===== src/design/cau_pkg.sv =====
package cau_pkg;

  localparam int DATA_WIDTH_DEF = 16;
  localparam int FRAC_BITS_DEF  = 8;

  typedef enum logic [1:0] {
    OP_ADD = 2'd0,
    OP_SUB = 2'd1,
    OP_MUL = 2'd2,
    OP_DIV = 2'd3
  } op_t;

  typedef enum logic [1:0] {
    ST_OK  = 2'd0,
    ST_DZ  = 2'd1,
    ST_SAT = 2'd2
  } status_t;

endpackage


===== src/design/cau_sat.sv =====
module cau_sat import cau_pkg::*; #(
  parameter int DW = DATA_WIDTH_DEF
) (
  input  logic          clk,
  input  logic          rst_n,
  input  logic          in_valid,
  output logic          in_ready,
  input  logic          in_dz,
  input  logic          in_neg_re,
  input  logic          in_neg_im,
  input  logic [2*DW:0] in_mag_re,
  input  logic [2*DW:0] in_mag_im,
  output logic          out_valid,
  input  logic          out_ready,
  output logic [DW-1:0] out_re,
  output logic [DW-1:0] out_im,
  output status_t       out_status
);

  localparam int MW = 2 * DW + 1;
  localparam logic [MW-1:0] POS_LIM = (MW'(1) << (DW - 1)) - MW'(1);
  localparam logic [MW-1:0] NEG_LIM = MW'(1) << (DW - 1);

  logic          v_r, en;
  logic [DW-1:0] re_r, im_r, re_nxt, im_nxt;
  status_t       st_r, st_nxt;
  logic          sre, sim;

  assign en       = !v_r || out_ready;
  assign in_ready = en;

  always_comb begin
    sre = in_neg_re ? (in_mag_re > NEG_LIM) : (in_mag_re > POS_LIM);
    sim = in_neg_im ? (in_mag_im > NEG_LIM) : (in_mag_im > POS_LIM);
    if (in_neg_re) begin
      re_nxt = sre ? NEG_LIM[DW-1:0] : DW'(MW'(0) - in_mag_re);
    end else begin
      re_nxt = sre ? POS_LIM[DW-1:0] : in_mag_re[DW-1:0];
    end
    if (in_neg_im) begin
      im_nxt = sim ? NEG_LIM[DW-1:0] : DW'(MW'(0) - in_mag_im);
    end else begin
      im_nxt = sim ? POS_LIM[DW-1:0] : in_mag_im[DW-1:0];
    end
    st_nxt = (sre || sim) ? ST_SAT : ST_OK;
    if (in_dz) begin
      re_nxt = '0;
      im_nxt = '0;
      st_nxt = ST_DZ;
    end
  end

  always_ff @(posedge clk) begin
    if (!rst_n) begin
      v_r <= 1'b0;
    end else if (en) begin
      v_r <= in_valid;
    end
    if (en) begin
      re_r <= re_nxt;
      im_r <= im_nxt;
      st_r <= st_nxt;
    end
  end

  assign out_valid  = v_r;
  assign out_re     = re_r;
  assign out_im     = im_r;
  assign out_status = st_r;

endmodule


===== config.mk =====
export PLATFORM = sky130hd
export DESIGN_NAME = cau_sat
export DESIGN_NICKNAME = d
export VERILOG_FILES = /design/src/design/cau_pkg.sv /design/src/design/cau_sat.sv
export SDC_FILE = /design/constraint.sdc
export NUM_CORES = 1
export LEC_CHECK = 0
export BUFFER_PORTS_ARGS = -buffer_cell sky130_fd_sc_hd__buf_2
export CAP_MARGIN = 20
export CORE_ASPECT_RATIO = 0.75
export CORE_MARGIN = 5
export CORE_UTILIZATION = 52
export CTS_BUF_LIST = sky130_fd_sc_hd__clkbuf_16
export CTS_CLUSTER_DIAMETER = 150
export DETAILED_ROUTE_END_ITERATION = 6
export PLACE_DENSITY = 0.94
export SLEW_MARGIN = 10
export SYNTH_ARGS = -nofsm -noshare
export SYNTH_HDL_FRONTEND = slang
export SYNTH_SLANG_ARGS = --single-unit

===== constraint.sdc =====
create_clock -name clk -period 4.84 [get_ports clk]
set_input_delay 0.726 -clock clk [delete_from_list [all_inputs] [get_ports clk]]
set_output_delay 0.726 -clock clk [all_outputs]
set_load 0.02 [all_outputs]

* Yosys cells after proc, flatten, opt, wreduce, memory -nomap -nowiden
Index checks and enable logic that the tools add are counted.
** Word-level totals
- Bits of input ports :: 73
- Bits in registers :: 35
- Output and inout bits :: 36
** Cells by class
- Reductions and logical operators :: 3
- Add/subtract/negate cells :: 2
- Muxes and demuxes :: 9
- Order comparisons :: 4
** Operators with widths (number)
- two-way mux 16 bit :: 6
- > comparator 33 x 15 -> 1 bit, second input constant :: 2
- > comparator 33 x 16 -> 1 bit, second input constant :: 2
- subtractor 1 x 16 -> 16 bit, first input constant :: 2
- logical OR 1 bit :: 2
- two-way mux 1 bit :: 2
- two-way mux 2 bit :: 1
- logical NOT 1 bit :: 1

* Longest topological paths before layout
- Word-level depth :: 4
- Gate-level depth with buffers :: 7
- Depth with buffers taken out :: 7

* Least setup slack after synthesis
OpenSTA, ideal clock, no wires.
- Kind :: input to register
- Start point :: in in_mag_re[1]
- End point :: reg re_r[12], in the netlist out_re[12], data pin
- Slack :: 2.178 ns
- Stages on the path :: 7
- Buffers on the path :: 0
- Required time :: 4.579 ns
- Arrival time :: 2.401 ns
- Cell sequence :: inv_1 -> ha_1 -> or4b_2 -> or4b_1 -> xnor2_1 -> nand2_1 -> o311a_1
** Between the ends
- Cells in the longest elaborated chain, start to end :: 4
** RTL lines
- start, declared :: line cau_sat.sv:11 : input logic [2*DW:0] in_mag_re,
- > comparator 33 x 15 -> 1 bit / > comparator 33 x 16 -> 1 bit (equally long branches) :: line cau_sat.sv:33 : sre = in_neg_re ? (in_mag_re > NEG_LIM) : (in_mag_re > POS_LIM);
- two-way mux 1 bit :: line cau_sat.sv:33
- two-way mux 16 bit, on equally long branches :: line cau_sat.sv:38, cau_sat.sv:36
- two-way mux 16 bit * :: line cau_sat.sv:35 : if (in_neg_re) begin
- end signal, assigned :: line cau_sat.sv:60 : re_r <= re_nxt;
- end, declared :: line cau_sat.sv:25 : logic [DW-1:0] re_r, im_r, re_nxt, im_nxt;
Every way passes the cells marked *; elsewhere a longest branch is shown, timed or not.
A chain may end at the register's enable or synchronous reset.

* Final worst setup path
- Start point :: in in_mag_im[15]
- End point :: reg im_r[1], in the netlist out_im[1], data pin
** Between the ends
- Cells in the longest elaborated chain, start to end :: 4
** RTL lines
- start, declared :: line cau_sat.sv:12 : input logic [2*DW:0] in_mag_im,
- > comparator 33 x 15 -> 1 bit / > comparator 33 x 16 -> 1 bit (equally long branches) :: line cau_sat.sv:34 : sim = in_neg_im ? (in_mag_im > NEG_LIM) : (in_mag_im > POS_LIM);
- two-way mux 1 bit * :: line cau_sat.sv:34
- two-way mux 16 bit, on equally long branches :: line cau_sat.sv:43, cau_sat.sv:41
- two-way mux 16 bit * :: line cau_sat.sv:40 : if (in_neg_im) begin
- end signal, assigned :: line cau_sat.sv:61 : im_r <= im_nxt;
- end, declared :: line cau_sat.sv:25
Marked as above.

==> impl_metrics.py <==
metrics = {
    "synth": {
        "ys_seq_area_frac": 0.419,
        "ys_ff_latch": 35,
        "yosys_warnings": 0,
        "async_reset_ff_frac": 0,
        "synth_area_mm2": 0.00249,
        "yosysUniqueCellTypes": 55,
        "synth-edff-count": 34,
        "synthCells": 255,
        "avgSynthCellArea_um2": 9.75,
        "dominantRegCellSynth": "edfxtp_1",
        "syn_nets": 332,
    },
    "timing": {
        "tns_ns": 0,
        "slew-limit-headroom": 0.252,
        "postLayoutSetupSlackWorst_ns": 1.82,
        "finalSetupViolations": 0,
        "drv_slew": 0,
        "min_period_over_period": 0.625,
        "fin_crit_ns": 3.02,
        "rsz0062_at_grt": "false",
        "hold_viol_final": 0,
        "clock_skew_ns": 0.00120,
        "tightest_slew_ns": 1.12,
        "fmax_ghz": 0.331,
    },
    "placement": {
        "place_congestion": 0.934,
        "dpl_cell_area_mm2": 0.00302,
        "place_ws_ns": 1.67,
        "dp_cells": 407,
        "portBuffers": 108,
        "dp_hpwl_um": 5620,
    },
    "worst_setup_path": {
        "cp-start-kind": "input pin",
        "reg2reg_to": "out_re[4]",
        "rrSetupSlack_ns": 3.70,
        "critPathCaptureType": "register",
        "worstPathMaxFanout": 19,
        "setup.worst_path.class": "in2reg",
        "r2r_cells": 2,
        "cp.arrival_ns": 3.11,
        "r2r-start": "out_valid",
        "cp.required_ns": 4.93,
    },
    "finish": {
        "layout-drive-gt1-share": 0.355,
        "fin_util": 0.696,
        "seqCellArea_mm2": 0.00104,
        "areaGrowthSynthToFinish_pct": 27.2,
        "stdcell_area_mm2": 0.00316,
        "n_antenna_cell": 0,
        "multi_input_area_mm2": 0.00133,
        "fin_nets": 434,
        "stdcell_count": 415,
        "fillerInstances": 352,
    },
    "floorplanning": {
        "io_pins": 109,
        "rows": 21,
        "die_area_mm2": 0.00628,
        "die_w_um": 89.8,
        "core_area_mm2": 0.00455,
        "initial_core_util": 0.547,
        "fp.dieH_um": 69.9,
    },
    "grt": {
        "grt_pass1_wl_um": 12400,
        "grt.met3_usage": 0.0612,
        "first_global_vias": 2554,
        "antenna_found_initial": 0,
        "grtUsageMet2": 0.380,
        "grtUsageMet1": 0.314,
        "busiest_layer": "met2",
        "grt_max_degree": 37,
        "grt-ovfl-total": 0,
        "grt_util_all_layers": 0.236,
    },
    "min_path": {
        "hold_end": "out_valid",
        "holdPathStages": 3,
        "hold_start": "in_valid",
        "min_path_type": "in2reg",
    },
    "cts": {
        "post_cts_resized": 0,
        "ctsHoldBuffers": 0,
        "clock_latency_ns": 0.28,
        "htreeDepth": 2,
        "clock_sinks": 35,
        "clk_transition_reported_paths_ns": 0.06,
        "postCtsSetupBuffers": 0,
        "clock-root-buffer": "clkbuf_16",
        "numCtsBuffers": 5,
        "clock_path_buffers": 2,
        "tritoncts": "done",
    },
    "power_and_ir_drop": {
        "leakage_nw": 1.30,
        "power_density_mw_per_mm2": 270,
        "irDropWorstVdd_mv": 0.206,
    },
    "detailed_routing": {
        "antenna_left": 0,
        "routed-via-count": 2647,
        "routedWlPerCell_um": 18.3,
        "vias_per_cell": 6.38,
        "routed_wl_um": 7590,
        "drc": 0,
        "drtIter0Drc": 323,
        "detail_route.first_pass.iterations": 5,
    },
    "run_status": {
        "status": "finished, final reports clean",
    },
    "flow_run": {
        "drv_cap": 0,
    },
}
==> placed cells by master, fill, tap and decap left out, types with 6 or more instances in the layout <==
cell type  Yosys  layout
buf_2          3     108
edfxtp_1      34      34
nor3_1        25      25
nor2_1        24      24
nand2_1       19      19
o311a_1       12      12
o22ai_1       10      10
nor4_1         9       9
xnor2_1        8       8
mux2i_1        8       8
or4_1          7       7
nand4_1        6       6
inv_1          6       6
a21oi_1        6       6
==> state kept, by name (all words and copies together), names as in the netlist <==
signal	flops
out_re	16
out_status	2
out_valid	1
out_im	16
==> metal layers <==
layer / up-vias / share of wire
met4: 0 / 0.018
met3: 19 / 0.10
met1: 1232 / 0.42
met5: - / 0
met2: 177 / 0.46
li1: 1219 / -
==> cells in the mapped netlist, types with 4 or more instances <==
cell | count | share of area
inv_1 | 6 | 0.0091
edfxtp_1 | 34 | 0.41
clkbuf_1 | 5 | 0.0075
nand2_1 | 19 | 0.029
nor3_1 | 25 | 0.050
xnor2_1 | 8 | 0.028
a21oi_1 | 6 | 0.012
o22ai_1 | 10 | 0.025
mux2i_1 | 8 | 0.032
or4_1 | 7 | 0.021
o32ai_1 | 5 | 0.018
xor2_1 | 5 | 0.018
ha_1 | 4 | 0.020
nor4_1 | 9 | 0.023
nand4_1 | 6 | 0.015
nor2_1 | 24 | 0.036
o311a_1 | 12 | 0.048
nand3_1 | 5 | 0.010
==> stage by stage <==
step                      hold WS [ns]  total power, mW
after floorplan                  0.825            0.463
after global placement           0.863            0.535
after detailed placement         0.904            0.543
after CTS                        0.696            0.854
after global routing             0.701            0.886
final                            0.693            0.853
==> cell families after synthesis <==
group           after synthesis  synth area share
fa+ha+maj                     4            0.0201
mux                           8            0.0322
buf+inv                      21            0.0473
simple gates                119             0.263
flops                        35             0.419
compound gates               55             0.173
xor+xnor                     13            0.0458
==> critical path, stage by stage <==
cell	delay, ns
buf_2	0.22
nand4bb_1	0.24
or4_1	0.54
o211ai_1	0.91
nor2_1	0.12
a311oi_1	0.34
==> worst max-delay path by stage <==
stage | startpoint | end | slack (ns) | cells after the start
6_report | in_mag_im[15] | out_im[1] | 1.82 | 6
3_5_place_dp | in_mag_im[0] | out_im[1] | 1.67 | 7
4_1_cts | in_mag_im[0] | out_im[1] | 1.90 | 7
3_3_place_gp | in_mag_im[0] | out_im[1] | 1.89 | 7
2_1_floorplan | in_mag_re[1] | out_re[12] | 2.18 | 7
5_1_grt | in_mag_im[0] | out_im[1] | 1.70 | 7
==> area by class of cell <==
| class | instances | share of cell area |
|---|---|---|
| Clock buffer | 5 | 0.0396 |
| Multi-Input combinational cell | 199 | 0.421 |
| Clock inverter | 3 | 0.00633 |
| Tap cell | 57 | 0.0226 |
| Timing Repair Buffer | 109 | 0.173 |
| Inverter | 7 | 0.00831 |
| Sequential cell | 35 | 0.329 |
==> power breakdown <==
part | switching [mW] | internal [mW]
logic | 0.110 | 0.0633
clock network | 0.124 | 0.189
registers | 0.00715 | 0.359
total | 0.242 | 0.611
(Power assumes the default switching activity.)
