**config.mk**
```make
export PLATFORM = sky130hd
export DESIGN_NAME = cau_front
export DESIGN_NICKNAME = d
export VERILOG_FILES = /design/src/design/cau_pkg.sv /design/src/design/cau_front.sv
export SDC_FILE = /design/constraint.sdc
export NUM_CORES = 2
export LEC_CHECK = 0
export BUFFER_PORTS_ARGS = -buffer_cell sky130_fd_sc_hd__buf_2
export CORE_AREA = 2 2 424 426
export CTS_BUF_LIST = sky130_fd_sc_hd__clkbuf_16
export DETAILED_ROUTE_END_ITERATION = 12
export DIE_AREA = 0 0 426 428
export GPL_ROUTABILITY_DRIVEN = 0
export MAX_ROUTING_LAYER = met4
export SLEW_MARGIN = 30
export SYNTH_ARGS = -nofsm -noshare
export SYNTH_HDL_FRONTEND = slang
export SYNTH_SLANG_ARGS = --single-unit
```
**constraint.sdc**
```tcl
create_clock -name clk -period 13.85 [get_ports clk]
set_input_delay 2.77 -clock clk [delete_from_list [all_inputs] [get_ports clk]]
set_output_delay 2.77 -clock clk [all_outputs]
set_load 0.02 [all_outputs]
```
**src/design/cau_pkg.sv**
```systemverilog
package cau_pkg;

  localparam int DATA_WIDTH_DEF = 16;
  localparam int FRAC_BITS_DEF  = 8;

  typedef enum logic [1:0] {
    OP_ADD = 2'd0,
    OP_SUB = 2'd1,
    OP_MUL = 2'd2,
    OP_DIV = 2'd3
  } op_t;

  typedef enum logic [1:0] {
    ST_OK  = 2'd0,
    ST_DZ  = 2'd1,
    ST_SAT = 2'd2
  } status_t;

endpackage

```
**src/design/cau_front.sv**
```systemverilog
module cau_front import cau_pkg::*; #(
  parameter int DW = DATA_WIDTH_DEF,
  parameter int FB = FRAC_BITS_DEF
) (
  input  logic                 clk,
  input  logic                 rst_n,
  input  logic                 in_valid,
  output logic                 in_ready,
  input  op_t                  in_op,
  input  logic signed [DW-1:0] in_a_re,
  input  logic signed [DW-1:0] in_a_im,
  input  logic signed [DW-1:0] in_b_re,
  input  logic signed [DW-1:0] in_b_im,
  output logic                 out_valid,
  input  logic                 out_ready,
  output logic                 out_div,
  output logic                 out_dz,
  output logic                 out_neg_re,
  output logic                 out_neg_im,
  output logic [2*DW:0]        out_mag_re,
  output logic [2*DW:0]        out_mag_im,
  output logic [2*DW-1:0]      out_den
);

  localparam int PW = 2 * DW;
  localparam int SW = 2 * DW + 1;

  logic en1, en2, en3;

  // Stage 1: products and exact sums.
  logic                 v1_r;
  op_t                  op1_r;
  logic signed [DW:0]   sr1_r, si1_r;
  logic signed [PW-1:0] prr1_r, pii1_r, pri1_r, pir1_r, sqr1_r, sqi1_r;

  // Stage 2: combined real and imaginary parts, |b|^2.
  logic                 v2_r;
  op_t                  op2_r;
  logic signed [SW-1:0] re2_r, im2_r;
  logic [PW-1:0]        den2_r;
  logic signed [SW-1:0] re2_nxt, im2_nxt;

  // Stage 3: sign and magnitude.
  logic                 v3_r;
  logic                 div3_r, dz3_r, nre3_r, nim3_r;
  logic [SW-1:0]        mre3_r, mim3_r;
  logic [PW-1:0]        den3_r;
  logic [SW-1:0]        mre_nxt, mim_nxt;

  assign en3      = !v3_r || out_ready;
  assign en2      = !v2_r || en3;
  assign en1      = !v1_r || en2;
  assign in_ready = en1;

  always_ff @(posedge clk) begin
    if (!rst_n) begin
      v1_r <= 1'b0;
    end else if (en1) begin
      v1_r <= in_valid;
    end
    if (en1) begin
      op1_r  <= in_op;
      sr1_r  <= (in_op == OP_SUB) ? (DW+1)'(in_a_re) - (DW+1)'(in_b_re)
                                  : (DW+1)'(in_a_re) + (DW+1)'(in_b_re);
      si1_r  <= (in_op == OP_SUB) ? (DW+1)'(in_a_im) - (DW+1)'(in_b_im)
                                  : (DW+1)'(in_a_im) + (DW+1)'(in_b_im);
      prr1_r <= PW'(in_a_re) * PW'(in_b_re);
      pii1_r <= PW'(in_a_im) * PW'(in_b_im);
      pri1_r <= PW'(in_a_re) * PW'(in_b_im);
      pir1_r <= PW'(in_a_im) * PW'(in_b_re);
      sqr1_r <= PW'(in_b_re) * PW'(in_b_re);
      sqi1_r <= PW'(in_b_im) * PW'(in_b_im);
    end
  end

  always_comb begin
    case (op1_r)
      OP_ADD, OP_SUB: begin
        re2_nxt = SW'(sr1_r);
        im2_nxt = SW'(si1_r);
      end
      OP_MUL: begin
        re2_nxt = SW'(prr1_r) - SW'(pii1_r);
        im2_nxt = SW'(pri1_r) + SW'(pir1_r);
      end
      OP_DIV: begin
        re2_nxt = SW'(prr1_r) + SW'(pii1_r);
        im2_nxt = SW'(pir1_r) - SW'(pri1_r);
      end
      default: begin
        re2_nxt = '0;
        im2_nxt = '0;
      end
    endcase
  end

  always_ff @(posedge clk) begin
    if (!rst_n) begin
      v2_r <= 1'b0;
    end else if (en2) begin
      v2_r <= v1_r;
    end
    if (en2) begin
      op2_r  <= op1_r;
      re2_r  <= re2_nxt;
      im2_r  <= im2_nxt;
      den2_r <= PW'(sqr1_r) + PW'(sqi1_r);
    end
  end

  // Products carry FB fraction bits too many; truncation toward zero is a
  // shift of the magnitude.
  always_comb begin
    mre_nxt = re2_r[SW-1] ? SW'(-re2_r) : SW'(re2_r);
    mim_nxt = im2_r[SW-1] ? SW'(-im2_r) : SW'(im2_r);
    if (op2_r == OP_MUL) begin
      mre_nxt = mre_nxt >> FB;
      mim_nxt = mim_nxt >> FB;
    end
  end

  always_ff @(posedge clk) begin
    if (!rst_n) begin
      v3_r <= 1'b0;
    end else if (en3) begin
      v3_r <= v2_r;
    end
    if (en3) begin
      div3_r <= (op2_r == OP_DIV);
      dz3_r  <= (op2_r == OP_DIV) && (den2_r == '0);
      nre3_r <= re2_r[SW-1];
      nim3_r <= im2_r[SW-1];
      mre3_r <= mre_nxt;
      mim3_r <= mim_nxt;
      den3_r <= den2_r;
    end
  end

  assign out_valid  = v3_r;
  assign out_div    = div3_r;
  assign out_dz     = dz3_r;
  assign out_neg_re = nre3_r;
  assign out_neg_im = nim3_r;
  assign out_mag_re = mre3_r;
  assign out_mag_im = mim3_r;
  assign out_den    = den3_r;

endmodule

```
# Word level (Yosys, flattened, before mapping)
# Index checks and enable logic that the tools add are counted.
[op_classes]
n_addsub = 11
multipliers = 6
div_mod_pow = 0
n_lt_le_gt_ge = 0
eq_ne = 6
shifts = 0
muxes = 8
bitwise = 0
n_reduce_logical = 10
[op_table]
columns = ["op", "n"]
rows = [
  ["$pmux W33 S3", 2],
  ["$mul A16 B16 Y32", 6],
  ["$add A32 B32 Y33", 2],
  ["$mux W33", 2],
  ["$neg A33 Y33", 2],
  ["$sub A32 B32 Y33", 2],
  ["$mux W25", 2],
  ["$add A16 B16 Y17", 2],
  ["$mux W17", 2],
  ["$sub A16 B16 Y17", 2],
  ["$add A32 B32 Y32", 1],
  ["$logic_not A32 Y1", 1],
  ["$eq A2 B2 Y1 const B", 4],
  ["$eq A2 B1 Y1 const B", 2],
  ["$logic_not A1 Y1", 3],
  ["$logic_or A1 B1 Y1", 3],
  ["$logic_not A2 Y1", 1],
  ["$reduce_or A2 Y1", 1],
  ["$logic_and A1 B1 Y1", 1],
]
[totals]
reg_bits = 433
latch_bits = 0
ramBits = 0
romBits = 0
in_bits = 70
output_inout_bits = 104
wordCells = 66
n_memories = 0

# Depth between registers and ports, before layout
[logic_depth]
depth_word = 4
mapped_depth = 26
depth_no_buf = 25

# Worst setup path before layout
# Ideal clock, no wire load.
[synth_path]
kind = "input -> output"
start = "input port out_ready"
end = "output port in_ready"
arrival_ns = 8.177
required_time_ns = 11.080
slack_ns = 2.903
path_stages = 2
path_buffers = 0
cell_sequence = "nor2b_1 nand3_1"
[synth_between]
elab_chain_len = 3
[synth_rtl]
columns = ["element", "line", "text"]
rows = [
  ["from (decl)", "cau_front.sv:15", "input logic out_ready,"],
  ["$logic_or A1 B1 Y1", "cau_front.sv:50", "assign en3 = !v3_r || out_ready;"],
  ["$logic_or A1 B1 Y1", "cau_front.sv:51", "assign en2 = !v2_r || en3;"],
  ["$logic_or A1 B1 Y1", "cau_front.sv:52", "assign en1 = !v1_r || en2;"],
  ["to (decl)", "cau_front.sv:8", "output logic in_ready,"],
]
# No other way between the ends.

# Worst setup path after layout
[layout_path]
start = "input port in_b_im[15]"
end = "register pii1_r[31], data pin"
[layout_between]
elab_chain_len = 1
[layout_rtl]
columns = ["element", "line", "text"]
rows = [
  ["from (decl)", "cau_front.sv:13", "input logic signed [DW-1:0] in_b_im,"],
  ["$mul A16 B16 Y32", "cau_front.sv:68", "pii1_r <= PW'(in_a_im) * PW'(in_b_im);"],
  ["to (signal assigned)", "cau_front.sv:68", ""],
  ["to (decl)", "cau_front.sv:34", "logic signed [PW-1:0] prr1_r, pii1_r, pri1_r, pir1_r, sqr1_r, sqi1_r;"],
]
# No other way between the ends.
# A chain may end at the register's enable or synchronous reset.

==> results.toml <==
[outcome]
status = "finished clean"

[worst_hold_path]
holdCritPathClass = "reg2reg"
hold_start = "den2_r[28]"
hold_path_depth = 0
worstHoldEndpoint = "out_den[28]"

[worst_setup_path]
cp_max_fo = 32
crit_path_end_kind = "flip-flop"
crit_buf_inv = 6
reg2reg_depth = 17
crit_top_cell = "fa_1"
r2r-end = "re2_r[31]"
path_delay_family = "adder cells"
path_class = "in2reg"
cp-start-kind = "primary input"
crit_required_ns = 14.30
ff2ff_setup_slack_ns = 8.07
critical_path_arrival_ns = 10.11
crit_slowest_cell = "a2111oi_0"
crit_chain = "buf_2 > buf_4 > clkinv_1 > buf_4 > nor2_1 > fa_1 > fa_1 > fa_1 > fa_1 > fa_1 > inv_1 > fa_1 > inv_1 > ha_1 > a21o_1 > a2111oi_0 > o2111ai_1 > nand2_1 > o211ai_1 > a31oi_1 > o21ai_0 > and2_1 > o22ai_1 > xnor2_1"
r2r_start = "pii1_r[0]"
cpPeakStageDelay_ns = 0.53

[synthesis]
synth_top_area_share_pct = 38.2
yosysTopAreaCell = "fa_1"
synth_area_leaders = "fa_1, edfxtp_1, ha_1, inv_1, and2_1"
syn-cell-area_sq_um = 79500
synth_area_per_cell_sq_um = 9.73
ys_warn_count = 0
ys.flop_type = "edfxtp_1"
yosysUniqueCellTypes = 72
synth-edff-count = 428
yosysMostFrequentCell = "inv_1"
yosysSeqAreaShare_pct = 16.2
syn-instance-count = 8178
async_flop_share_pct = 0
ys_top_cells_by_count = "inv_1, fa_1, nand2_1, ha_1, and2_1"
mappedNetlistNets = 10409
synth-seq-cells = 431

[floorplan]
die_w_microns = 426
dieHeight_microns = 428
io-pin-count = 174
row_count = 155
start_util_pct = 44.8
die_area_sq_um = 182000
core_sq_um = 178000

[cts]
clockRootBuffer = "clkbuf_16"
postCtsResizedCells = 0
cts_tree = "built"
clkLatencyLatePin_ns = 0.68
cts_sinks = 431
numCtsBuffers = 54
cts.htree.levels = 2
hold_buffers = 0
clk_path_buf_depth = 3
post_cts_buffers = 0
clk_pin_slew_ns = 0.06

[drt]
drtAntennaViolNets = 0
routed_wl_mm = 216
avgRoutedWirePerCell_microns = 20.4
dr_total_vias = 55772
drt_iter0_drc = 3884
dr.pass1.iters = 6
drc = 0
viasPerCell = 5.26

[sta]
rsz0062_at_grt = "no"
min_period_ns = 9.66
finalSetupViolCount = 0
final_max_slew_viol_count = 0
post-route-period-util_pct = 69.7
finalHoldViolCount = 0
tns_ns = 0
skew_ns = 0.0535
max_freq_mhz = 104
worst_pin_slew_ns = 0.965
max_slew_margin_pct = 35.1

[global_route]
grt-ovfl-total = 0
track_usage_pct = 25.1
antenna_found_initial = 31
grt_pass1_wl_mm = 342
grt_max_degree = 150
grt_pass1_vias = 58776

[placement]
portBuffers = 173
hpwl_mm = 169

[run]
cap_viol_max_count = 0

[cells_and_area]
final_net_count = 10409
drive_gt1_share_pct = 5.02
areaGrowthSynthToFinish_pct = 6.65
[worst max path at each step]
stage | from | cells past startpoint | endpoint
6_report | in_b_im[15] | 24 | pii1_r[31]
3_3_place_gp | in_a_im[0] | 24 | pii1_r[31]
5_1_grt | in_b_im[15] | 24 | pii1_r[31]
4_1_cts | in_b_im[15] | 24 | pii1_r[31]
2_1_floorplan | out_ready | 2 | in_ready
3_5_place_dp | in_b_im[15] | 24 | pii1_r[31]
[per-stage QoR]
step / hold WS, ns / worst slack (ns) / std cells / area, sq um / utilization [%]
3_5_place_dp: 0.443 / 3.61 / 10475 / 82800 / 46.6
3_3_place_gp: 0.437 / 3.70 / 10475 / 82800 / 46.6
6_report: 0.453 / 4.19 / 10596 / 84800 / 47.8
4_1_cts: 0.456 / 4.36 / 10576 / 84700 / 47.7
5_1_grt: 0.462 / 3.84 / 10595 / 84800 / 47.8
2_1_floorplan: 0.424 / 2.90 / 8178 / 79500 / -
[state kept, by name, summed over array words and instances, names as in the netlist, 17 cells and up]
signal,count
im2_r,33
out_mag_im,33
si1_r,17
pir1_r,32
pri1_r,32
out_den,32
sqi1_r,31
prr1_r,32
sr1_r,17
sqr1_r,31
re2_r,33
pii1_r,32
den2_r,32
out_mag_re,33
[cells by family (layout without fill, tap and decap cells)]
group / count (synthesis) / in the layout / share of synthesized area (%)
DFF: 431 / 431 / 16.2
AOI/OAI and AO/OA: 835 / 835 / 6.74
buffers and inverters: 2110 / 2155 / 9.96
and+or+nand+nor: 2105 / 2105 / 12.7
muxes: 66 / 66 / 0.870
adders and majority gates: 2161 / 2161 / 48.3
other: 0 / 18 / 0
xor gates and xnor gates: 470 / 470 / 5.18
[placed cells by master (no fill, tap or decap), types with 17 or more instances in the layout]
cell type and instances:
a211oi_1 25, a21o_1 108, a21oi_1 229, a31oi_1 19
and2_1 547, and3_1 21, buf_2 173, buf_4 77
clkbuf_16 54, clkinv_1 21, diode_2 18, edfxtp_1 428
fa_1 1518, ha_1 643, inv_1 1786, mux2_2 25
mux2i_1 41, nand2_1 807, nand2b_1 47, nand3_1 65
nand4_1 17, nor2_1 390, nor2b_1 30, nor3_1 70
nor4_1 22, o21a_1 47, o21ai_0 186, o21bai_1 37
o31ai_1 41, o41ai_1 17, or3_1 34, xnor2_1 307
xor2_1 163
[worst register-to-register path, cell delays in order, from the launching register on]
cell	delay, ns
edfxtp_1	0.43
inv_1	0.10
ha_1	0.16
or3b_2	0.50
nor3_1	0.74
a21oi_1	0.17
xor2_1	0.21
ha_1	0.39
nand3_1	0.13
nor4_1	0.41
o21ai_0	0.34
and4b_1	0.29
o41ai_1	0.58
o21ai_0	0.20
o21ai_0	0.34
a31oi_1	0.15
xor2_1	0.20
o21ai_0	0.13
[layer usage]
layer	vias up	track usage (%)	part of all wire (%)
li1	25229	-	-
met1	28533	34.1	44
met2	1713	39.5	47
met3	297	3.43	6.3
met4	0	6.36	2.6
met5	-	-	0
[final cells by class]
class / instances / area (sq um)
Antenna cell: 18 / 45.0
Clock buffer: 54 / 1350
Clock inverter: 47 / 548
Fill cell: 16796 / 92800
Inverter: 1799 / 6760
Multi-Input combinational cell: 5637 / 58800
Sequential cell: 431 / 12900
Tap cell: 2355 / 2950
Timing Repair Buffer: 255 / 1530
Power is left out: the tool's default activity adds up to more than one toggle a clock period on the data nets, which glitch-free logic cannot reach.
